File: config.mk
export PLATFORM = sky130hd
export DESIGN_NAME = sensor_health_monitor
export DESIGN_NICKNAME = d
export VERILOG_FILES = /design/src/rtl/shm_pkg.sv /design/src/rtl/shm_divider.sv /design/src/rtl/sensor_health_monitor.sv
export VERILOG_INCLUDE_DIRS = /design/src /design/src/rtl
export SDC_FILE = /design/constraint.sdc
export NUM_CORES = 2
export LEC_CHECK = 0
export BUFFER_PORTS_ARGS = -buffer_cell sky130_fd_sc_hd__buf_2
export CAP_MARGIN = 40
export CORE_UTILIZATION = 46
export CTS_BUF_LIST = sky130_fd_sc_hd__clkbuf_16
export DETAILED_ROUTE_END_ITERATION = 10
export PLACE_DENSITY = 0.69
export SYNTH_ARGS = -nofsm -noshare
export SYNTH_HDL_FRONTEND = slang
export SYNTH_HIERARCHICAL = 1
export SYNTH_SLANG_ARGS = --single-unit
export TNS_END_PERCENT = 10
File: constraint.sdc
create_clock -name clk -period 25.2 [get_ports clk]
set_input_delay 1.26 -clock clk [delete_from_list [all_inputs] [get_ports clk]]
set_output_delay 1.26 -clock clk [all_outputs]
set_load 0.02 [all_outputs]
File: src/rtl/sensor_health_monitor_defines.svh
// ----------------------------------------------------------------------------
// sensor health monitor assertion macros
// shared property shorthands, clocked on clk and disabled while rst is high
// ----------------------------------------------------------------------------
`ifndef SENSOR_HEALTH_MONITOR_DEFINES_SVH
`define SENSOR_HEALTH_MONITOR_DEFINES_SVH

// same-cycle implication
`define SHM_ASSERT_IMP(label, ante, cons, msg) \
  label: assert property (@(posedge clk) disable iff (rst) (ante) |-> (cons)) \
    else $error(msg);

// next-cycle implication
`define SHM_ASSERT_NXT(label, ante, cons, msg) \
  label: assert property (@(posedge clk) disable iff (rst) (ante) |=> (cons)) \
    else $error(msg);

`endif

File: src/rtl/shm_pkg.sv
// ----------------------------------------------------------------------------
// shm_pkg
// shared widths, codes and constants of the sensor health monitor
// ----------------------------------------------------------------------------
package shm_pkg;

  // window
  localparam int DEFAULT_WINDOW_DEPTH = 16;

  // field widths
  localparam int SAMPLE_W   = 16;
  localparam int HEALTH_W   = 3;
  localparam int CONF_W     = 15;
  localparam int MARGIN_W   = 15;
  localparam int TOL_W      = 16;
  localparam int THRESH_W   = 31;
  localparam int VAR_W      = 31;
  localparam int S_TDATA_W  = 16;
  localparam int M_TDATA_W  = 24;

  // configuration port
  localparam int CFG_IDX_W  = 3;
  localparam int CFG_DATA_W = 31;

  localparam logic [CFG_IDX_W-1:0] CFG_MIN_VALID    = 3'd0;
  localparam logic [CFG_IDX_W-1:0] CFG_MAX_VALID    = 3'd1;
  localparam logic [CFG_IDX_W-1:0] CFG_DISC_MARGIN  = 3'd2;
  localparam logic [CFG_IDX_W-1:0] CFG_STUCK_TOL    = 3'd3;
  localparam logic [CFG_IDX_W-1:0] CFG_UNSTABLE_THR = 3'd4;

  // register reset values
  localparam logic signed [SAMPLE_W-1:0] RST_MIN_VALID = 16'sd0;
  localparam logic signed [SAMPLE_W-1:0] RST_MAX_VALID = 16'sd4096;
  localparam logic [MARGIN_W-1:0]        RST_DISC_MARGIN = 15'd20;
  localparam logic [TOL_W-1:0]           RST_STUCK_TOL = 16'd4;
  localparam logic [THRESH_W-1:0]        RST_UNSTABLE_THR = 31'd16777;

  // health codes
  localparam logic [HEALTH_W-1:0] HEALTH_OK           = 3'd0;
  localparam logic [HEALTH_W-1:0] HEALTH_INVALID      = 3'd1;
  localparam logic [HEALTH_W-1:0] HEALTH_DISCONNECTED = 3'd2;
  localparam logic [HEALTH_W-1:0] HEALTH_STUCK        = 3'd3;
  localparam logic [HEALTH_W-1:0] HEALTH_UNSTABLE     = 3'd4;

  // confidence levels, 1/256 percent
  localparam logic [CONF_W-1:0] FULL_CONF  = 15'd25600;
  localparam logic [CONF_W-1:0] STUCK_CONF = 15'd2560;
  localparam logic [CONF_W-1:0] ZERO_CONF  = 15'd0;

  // variance to confidence scaling: drop = (var * FULL_CONF) >> VAR_FRAC
  localparam int VAR_FRAC = 24;
  localparam int PROD_W   = VAR_W + CONF_W;

endpackage

File: src/rtl/shm_divider.sv
// ----------------------------------------------------------------------------
// shm_divider
// variance divide by the squared window depth, a power of two, as one
// registered shift
// ----------------------------------------------------------------------------
module shm_divider #(
  parameter int NUM_W = 40,
  parameter int SHIFT = 8,
  parameter int QUO_W = shm_pkg::VAR_W
) (
  input  logic             clk,
  input  logic             rst,
  input  logic             start,
  input  logic [NUM_W-1:0] num,
  output logic             done,
  output logic [QUO_W-1:0] quo
);

  // control: quotient ready in the cycle after start
  always_ff @(posedge clk) begin
    if (rst) begin
      done <= 1'b0;
    end else begin
      done <= start;
    end
  end

  // datapath: shift the numerator down
  always_ff @(posedge clk) begin
    if (start) begin
      quo <= QUO_W'(num >> SHIFT);
    end
  end

endmodule

File: src/rtl/sensor_health_monitor.sv
// result path: out of range, near a bound or still filling goes straight to the done
//   state; stuck leaves after the square state; else divide, scale and clamp follow
// throughput: one sample in flight; the next beat is taken once the result is
//   handed to the output register, which holds it until the sink takes it
// reset: synchronous rst clears control, fill count and ring pointer, loads register
//   defaults; no clearing pass, the ring is read only once full
// ----------------------------------------------------------------------------
// sensor_health_monitor
// rates each sensor sample from range checks and the statistics of a window
// ----------------------------------------------------------------------------
module sensor_health_monitor #(
  // window depth, a power of two
  parameter int WINDOW_DEPTH = shm_pkg::DEFAULT_WINDOW_DEPTH
) (
  input  logic                          clk,
  input  logic                          rst,
  // configuration
  input  logic                          cfg_we,
  input  logic [shm_pkg::CFG_IDX_W-1:0] cfg_index,
  input  logic [shm_pkg::CFG_DATA_W-1:0] cfg_data,
  // sample stream
  input  logic                          s_tvalid,
  output logic                          s_tready,
  input  logic [shm_pkg::S_TDATA_W-1:0] s_tdata,   // [15:0] sample
  // result stream
  output logic                          m_tvalid,
  input  logic                          m_tready,
  output logic [shm_pkg::M_TDATA_W-1:0] m_tdata    // [2:0] health, [17:3] confidence
);

  import shm_pkg::*;

  `include "sensor_health_monitor_defines.svh"

  localparam int N     = WINDOW_DEPTH;
  localparam int AW    = $clog2(N);
  localparam int CNT_W = $clog2(N + 1);
  localparam int S1_W  = SAMPLE_W + AW;
  localparam int S2_W  = 2 * SAMPLE_W - 1 + AW;
  localparam int NUM_W = 2 * S1_W;

  // sequencer states
  localparam logic [2:0] ST_IDLE   = 3'd0;
  localparam logic [2:0] ST_SWEEP  = 3'd1;
  localparam logic [2:0] ST_SQUARE = 3'd2;
  localparam logic [2:0] ST_DIFF   = 3'd3;
  localparam logic [2:0] ST_DIV    = 3'd4;
  localparam logic [2:0] ST_SCALE  = 3'd5;
  localparam logic [2:0] ST_CLAMP  = 3'd6;
  localparam logic [2:0] ST_DONE   = 3'd7;

  logic [2:0] state;

  // configuration registers
  logic signed [SAMPLE_W-1:0] min_valid;
  logic signed [SAMPLE_W-1:0] max_valid;
  logic [MARGIN_W-1:0]        disc_margin;
  logic [TOL_W-1:0]           stuck_tol;
  logic [THRESH_W-1:0]        unstable_thr;

  always_ff @(posedge clk) begin
    if (rst) begin
      min_valid    <= RST_MIN_VALID;
      max_valid    <= RST_MAX_VALID;
      disc_margin  <= RST_DISC_MARGIN;
      stuck_tol    <= RST_STUCK_TOL;
      unstable_thr <= RST_UNSTABLE_THR;
    end else if (cfg_we) begin
      case (cfg_index)
        CFG_MIN_VALID:    min_valid    <= $signed(cfg_data[SAMPLE_W-1:0]);
        CFG_MAX_VALID:    max_valid    <= $signed(cfg_data[SAMPLE_W-1:0]);
        CFG_DISC_MARGIN:  disc_margin  <= cfg_data[MARGIN_W-1:0];
        CFG_STUCK_TOL:    stuck_tol    <= cfg_data[TOL_W-1:0];
        CFG_UNSTABLE_THR: unstable_thr <= cfg_data[THRESH_W-1:0];
        default: ;
      endcase
    end
  end

  // input beat and range checks
  logic                       accept;
  logic signed [SAMPLE_W-1:0] sample;
  logic signed [SAMPLE_W+1:0] lo_bound;
  logic signed [SAMPLE_W+1:0] hi_bound;
  logic signed [SAMPLE_W+1:0] sample_x;
  logic                       is_invalid;
  logic                       is_disc;

  assign s_tready = (state == ST_IDLE);
  assign accept   = s_tvalid && s_tready;
  assign sample   = $signed(s_tdata[SAMPLE_W-1:0]);
  assign sample_x = (SAMPLE_W + 2)'(sample);
  assign lo_bound = (SAMPLE_W + 2)'(min_valid) + $signed({3'b000, disc_margin});
  assign hi_bound = (SAMPLE_W + 2)'(max_valid) - $signed({3'b000, disc_margin});
  assign is_invalid = (sample < min_valid) || (sample > max_valid);
  assign is_disc    = (sample_x <= lo_bound) || (sample_x >= hi_bound);

  // ring pointer and fill count
  logic [AW-1:0]    write_slot;
  logic [CNT_W-1:0] fill_count;
  logic [CNT_W-1:0] fill_next;

  assign fill_next = (fill_count == CNT_W'(N)) ? fill_count : fill_count + 1'b1;

  always_ff @(posedge clk) begin
    if (rst) begin
      write_slot <= '0;
      fill_count <= '0;
    end else if (accept) begin
      write_slot <= (write_slot == AW'(N - 1)) ? '0 : write_slot + 1'b1;
      fill_count <= fill_next;
    end
  end

  // ring memory, one write or one read per cycle
  logic signed [SAMPLE_W-1:0] ring [N];
  logic [AW-1:0]              rd_addr;
  logic signed [SAMPLE_W-1:0] rd_data;
  logic                       rd_en;

  always_ff @(posedge clk) begin
    if (accept) begin
      ring[write_slot] <= sample;
    end
    if (rd_en) begin
      rd_data <= ring[rd_addr];
    end
  end

  // sweep address issue and read-data tags
  logic          issue_done;
  logic          rd_vld;
  logic          rd_first;
  logic          rd_last;

  assign rd_en = (state == ST_SWEEP) && !issue_done;

  always_ff @(posedge clk) begin
    if (rst) begin
      rd_addr    <= '0;
      issue_done <= 1'b0;
      rd_vld     <= 1'b0;
      rd_first   <= 1'b0;
      rd_last    <= 1'b0;
    end else begin
      rd_vld   <= rd_en;
      rd_first <= rd_en && (rd_addr == '0);
      rd_last  <= rd_en && (rd_addr == AW'(N - 1));
      if (accept) begin
        rd_addr    <= '0;
        issue_done <= 1'b0;
      end else if (rd_en) begin
        if (rd_addr == AW'(N - 1)) begin
          issue_done <= 1'b1;
        end else begin
          rd_addr <= rd_addr + 1'b1;
        end
      end
    end
  end

  // window accumulation: sum, sum of squares, deviation from slot zero
  logic signed [S1_W-1:0]     s1;
  logic [S2_W-1:0]            s2;
  logic signed [SAMPLE_W-1:0] ref_val;
  logic                       stuck;
  logic signed [2*SAMPLE_W-1:0] rd_sq;
  logic signed [SAMPLE_W:0]   dev;
  logic [SAMPLE_W:0]          dev_abs;

  assign rd_sq   = rd_data * rd_data;
  assign dev     = (SAMPLE_W + 1)'(rd_data) - (SAMPLE_W + 1)'(ref_val);
  assign dev_abs = dev[SAMPLE_W] ? (SAMPLE_W + 1)'(-dev) : (SAMPLE_W + 1)'(dev);

  always_ff @(posedge clk) begin
    if (rd_vld) begin
      if (rd_first) begin
        s1      <= S1_W'(rd_data);
        s2      <= S2_W'(rd_sq[2*SAMPLE_W-2:0]);
        ref_val <= rd_data;
        stuck   <= 1'b1;
      end else begin
        s1 <= s1 + S1_W'(rd_data);
        s2 <= s2 + S2_W'(rd_sq[2*SAMPLE_W-2:0]);
        if (dev_abs > {1'b0, stuck_tol}) begin
          stuck <= 1'b0;
        end
      end
    end
  end

  // variance numerator N*S2 - S1^2
  logic [S1_W-1:0]  s1_abs;
  logic [NUM_W-1:0] s1_sq;
  logic [NUM_W-1:0] n_s2;
  logic [NUM_W-1:0] var_num;

  assign s1_abs = s1[S1_W-1] ? S1_W'(-s1) : S1_W'(s1);

  always_ff @(posedge clk) begin
    if (state == ST_SQUARE) begin
      s1_sq <= s1_abs * s1_abs;
      n_s2  <= NUM_W'(s2) << AW;
    end
    if (state == ST_DIFF) begin
      var_num <= n_s2 - s1_sq;
    end
  end

  // variance divide by N*N
  logic             div_start;
  logic             div_done;
  logic [VAR_W-1:0] variance;
  logic             div_busy_seen;

  assign div_start = (state == ST_DIV) && !div_busy_seen;

  always_ff @(posedge clk) begin
    if (rst) begin
      div_busy_seen <= 1'b0;
    end else if (state != ST_DIV) begin
      div_busy_seen <= 1'b0;
    end else begin
      div_busy_seen <= 1'b1;
    end
  end

  shm_divider #(
    .NUM_W (NUM_W),
    .SHIFT (2 * AW),
    .QUO_W (VAR_W)
  ) u_div (
    .clk   (clk),
    .rst   (rst),
    .start (div_start),
    .num   (var_num),
    .done  (div_done),
    .quo   (variance)
  );

  // confidence scaling
  logic [PROD_W-1:0]         drop_prod;
  logic [PROD_W-VAR_FRAC-1:0] drop;

  assign drop = drop_prod[PROD_W-1:VAR_FRAC];

  always_ff @(posedge clk) begin
    if (state == ST_SCALE) begin
      drop_prod <= PROD_W'(variance) * PROD_W'(FULL_CONF);
    end
  end

  // pending result
  logic [HEALTH_W-1:0] res_health;
  logic [CONF_W-1:0]   res_conf;

  always_ff @(posedge clk) begin
    if (accept) begin
      if (is_invalid) begin
        res_health <= HEALTH_INVALID;
        res_conf   <= ZERO_CONF;
      end else if (is_disc) begin
        res_health <= HEALTH_DISCONNECTED;
        res_conf   <= ZERO_CONF;
      end else begin
        res_health <= HEALTH_OK;
        res_conf   <= FULL_CONF;
      end
    end else if (state == ST_SQUARE && stuck) begin
      res_health <= HEALTH_STUCK;
      res_conf   <= STUCK_CONF;
    end else if (state == ST_SCALE) begin
      res_health <= (THRESH_W'(variance) > unstable_thr) ? HEALTH_UNSTABLE : HEALTH_OK;
    end else if (state == ST_CLAMP) begin
      res_conf <= (drop >= (PROD_W - VAR_FRAC)'(FULL_CONF))
                  ? ZERO_CONF : FULL_CONF - drop[CONF_W-1:0];
    end
  end

  // sequencer
  logic out_free;
  assign out_free = !m_tvalid || m_tready;

  always_ff @(posedge clk) begin
    if (rst) begin
      state <= ST_IDLE;
    end else begin
      unique case (state)
        ST_IDLE: begin
          if (accept) begin
            if (is_invalid || is_disc || fill_next != CNT_W'(N)) begin
              state <= ST_DONE;
            end else begin
              state <= ST_SWEEP;
            end
          end
        end
        ST_SWEEP: begin
          if (rd_vld && rd_last) begin
            state <= ST_SQUARE;
          end
        end
        ST_SQUARE: state <= stuck ? ST_DONE : ST_DIFF;
        ST_DIFF:   state <= ST_DIV;
        ST_DIV: begin
          if (div_done) begin
            state <= ST_SCALE;
          end
        end
        ST_SCALE:  state <= ST_CLAMP;
        ST_CLAMP:  state <= ST_DONE;
        ST_DONE: begin
          if (out_free) begin
            state <= ST_IDLE;
          end
        end
        default:   state <= ST_IDLE;
      endcase
    end
  end

  // output register
  logic [HEALTH_W-1:0] out_health;
  logic [CONF_W-1:0]   out_conf;

  always_ff @(posedge clk) begin
    if (rst) begin
      m_tvalid <= 1'b0;
    end else if (state == ST_DONE && out_free) begin
      m_tvalid <= 1'b1;
    end else if (m_tready) begin
      m_tvalid <= 1'b0;
    end
  end

  always_ff @(posedge clk) begin
    if (state == ST_DONE && out_free) begin
      out_health <= res_health;
      out_conf   <= res_conf;
    end
  end

  assign m_tdata = {(M_TDATA_W - HEALTH_W - CONF_W)'(0), out_conf, out_health};

  // checks
  `SHM_ASSERT_IMP(a_depth_pow2, 1'b1, (N & (N - 1)) == 0,
                  "window depth is not a power of two")
  `SHM_ASSERT_NXT(a_accept_leaves_idle, accept, state != ST_IDLE,
                  "input beat taken but sequencer stayed idle")
  `SHM_ASSERT_IMP(a_fill_bound, 1'b1, fill_count <= CNT_W'(N),
                  "fill count beyond window depth")
  `SHM_ASSERT_IMP(a_stuck_conf, m_tvalid && out_health == HEALTH_STUCK,
                  out_conf == STUCK_CONF, "stuck result with wrong confidence")
  `SHM_ASSERT_IMP(a_reject_conf,
                  m_tvalid && (out_health == HEALTH_INVALID ||
                               out_health == HEALTH_DISCONNECTED),
                  out_conf == ZERO_CONF, "rejected sample with nonzero confidence")
  `SHM_ASSERT_IMP(a_div_in_div_state, div_done, state == ST_DIV,
                  "divider finished outside the divide state")

endmodule
==> metrics.md <==
| Metric | Value |
|---|---|
| DR vias | `38.26k` |
| Unrepaired setup endpoints after global routing | `false` |
| Share of layout cells above drive strength 1 | `0.07209` |
| Die area | `about 120,000 sq um` |
| Core Region | `120,100 sq um` |
| Outcome | `complete, no violations` |
| Die W | `between 300 and 400 um` |
| Slew of the pin with the lowest slew margin | `0.9061 ns` |
| Slew HR | `0.3939` |
| Buffers from clock root to sink, at most | `3` |
| DR DRC count | `0` |
| Peak Freq | `approximately 0.10 GHz` |
| Crit path launch type | `flop` |
| Multi-input logic area | `33,050 sq um` |
| Synth Cell Area | `55,880 sq um` |
| 1st-iter DRT viols | `approximately 2.6k` |
| Antenna-violating nets left | `0` |
| Synth-to-Final Area Change | `9.126%` |
| Register area | `18,480 sq um` |
| CTS clk-pin slew, worst paths | `around 0.06 ns` |
| Layout Nets | `6,614` |
| Largest net degree at the start of global routing | `68` |
| Total wire length | `136.6 mm` |
| Mapped Avg Cell Area | `10.48 sq um` |
| ANT cells | `0` |
| Critical path fanouts, max | `15` |
| Clock Sinks | `~650` |
| Minimum clock period | `9.822 ns` |
| Fin crit share | `0.3898` |
| Setup Crit Path Kind | `reg2reg` |
| Num CTS Buffers | `73` |
| Initial antenna violation count | `0` |
| DP HPWL | `approximately 110 mm` |
| Post-CTS sizing | `0` |
| H-tree levels | `3` |
| Hold slack | `~0.42 ns` |
| Post-Syn Instances | `5,330` |
| Total Routing Usage GR | `0.2290` |
| Post CTS Setup Buffer Count | `0` |
| Synth warn | `6` |
| Grt ovf | `0` |
| Crit end category | `flop` |
| Row cnt | `~130` |
| Gpl congestion | `1.002` |
| Critical path arrival | `10.20 ns` |
| Setup Skew | `0.04746 ns` |
| First-pass GRT wire length | `between 200 and 250 mm` |
| Hold Path Class | `reg2reg` |
| Clk_lat worst skew | `0.67 ns` |
| Max Slew Vio Count | `0` |
| Die H | `350.5 um` |
| Root Buffer | `clkbuf_16` |
| Hold_buf cts | `0` |
| Fill cell count | `10.76k` |
| # setup viols final | `0` |
| Drt first pass iters | `5` |
| Initial Util | `0.4652` |
| TritonCTS clock tree | `built` |
| Via-to-Cell Ratio | `roughly 5.4` |
| CP required | `25.58 ns` |
| MaxCap Viol Count | `0` |
| Number of global-route vias before repair | `between 30k and 40k` |
| Setup TNS | `0 ns` |
| Io pins | `81` |
| PortBufs | `74` |
| Drt wl/cell | `19.23 um` |
| Final Hold Vio Count | `0` |
-- state kept, by name, indices dropped and copies added, names as in the netlist, 4 cells and up --
name          count
disc_margin      15
drop_prod        22
fill_count        5
max_valid        16
min_valid        16
n_s2             35
out_conf         15
rd_addr           4
rd_data          16
ref_val          16
res_conf         15
ring            256
s1               20
s1_sq            38
s2               35
stuck_tol        16
u_div/quo        31
unstable_thr     31
var_num          31
write_slot        4
-- final cells by class --
type | instances | share of cell area
repair buffers | 140 | 0.01547
clock buffers | 74 | 0.03037
multi-input cells | 3511 | 0.5419
inverters | 1055 | 0.06494
clock inverters | 59 | 0.01124
well taps | 1612 | 0.03307
flip-flops and latches | 654 | 0.3030
-- placed cells by master (no fill, tap or decap), drive strengths merged, types with 32 or more instances in the layout --
cell type / n
a21oi: 286
edfxtp: 537
buf: 140
nand4: 32
fa: 537
clkinv: 46
nor2b: 36
mux4: 80
and2: 46
nand2b: 38
and3: 33
o21ai: 143
clkbuf: 74
nand2: 504
nor2: 318
nor3: 63
xnor2: 164
ha: 587
dfxtp: 117
xor2: 94
o21a: 41
inv: 1054
nand3: 55
a21o: 105
-- layer usage --
metal / up-vias / part of all wire / global-route usage
met2: 1063 / 0.48 / 0.3826
met4: 0 / 0.054 / 0.1124
met1: 18990 / 0.41 / 0.2903
li1: 17930 / - / -
met5: - / 0 / 0
met3: 270 / 0.061 / 0.03420
-- final timing paths --
check	cells past startpoint	start	slack, ns	to
worst max-delay path	27	s1[0]$_DFFE_PP_	15.38	s1_sq[33]$_DFFE_PP_
worst max register to register	27	s1[0]$_DFFE_PP_	15.38	s1_sq[33]$_DFFE_PP_
worst min-delay path	0	res_conf[2]$_SDFFCE_PP0P_	0.42	out_conf[2]$_DFFE_PP_
worst min register to register	0	res_conf[2]$_SDFFCE_PP0P_	0.42	out_conf[2]$_DFFE_PP_
-- stage by stage --
step,area [sq um],utilization,instances,setup slack [ns]
5_1_grt,60980,0.5076,7105,14.85
4_1_cts,60970,0.5075,7104,15.65
3_5_place_dp,58430,0.4864,6971,15.72
2_1_floorplan,55960,-,5350,16.71
3_3_place_gp,58300,0.4853,6963,15.91
6_report,60980,0.5076,7105,15.38
-- worst max-delay path: stages, from the launching register on --
cell and delay (ns):
edfxtp_1 0.63, inv_1 0.49, nand3_1 0.26, o21ai_0 0.27
xor2_1 0.74, clkinv_1 0.67, nand2_1 0.31, fa_1 0.47
fa_1 0.53, fa_1 0.52, inv_1 0.05, fa_1 0.56
fa_1 0.43, fa_1 0.49, inv_1 0.05, fa_1 0.52
inv_1 0.05, ha_1 0.36, a21o_1 0.21, a21o_1 0.16
a21oi_1 0.18, o21ai_0 0.14, a31oi_1 0.31, o311ai_0 0.33
a41oi_1 0.39, o21ai_0 0.14, a21oi_1 0.19, xnor2_1 0.08
Power is left out: the tool's default activity adds up to more than one toggle a clock period on the data nets, which glitch-free logic cannot reach.
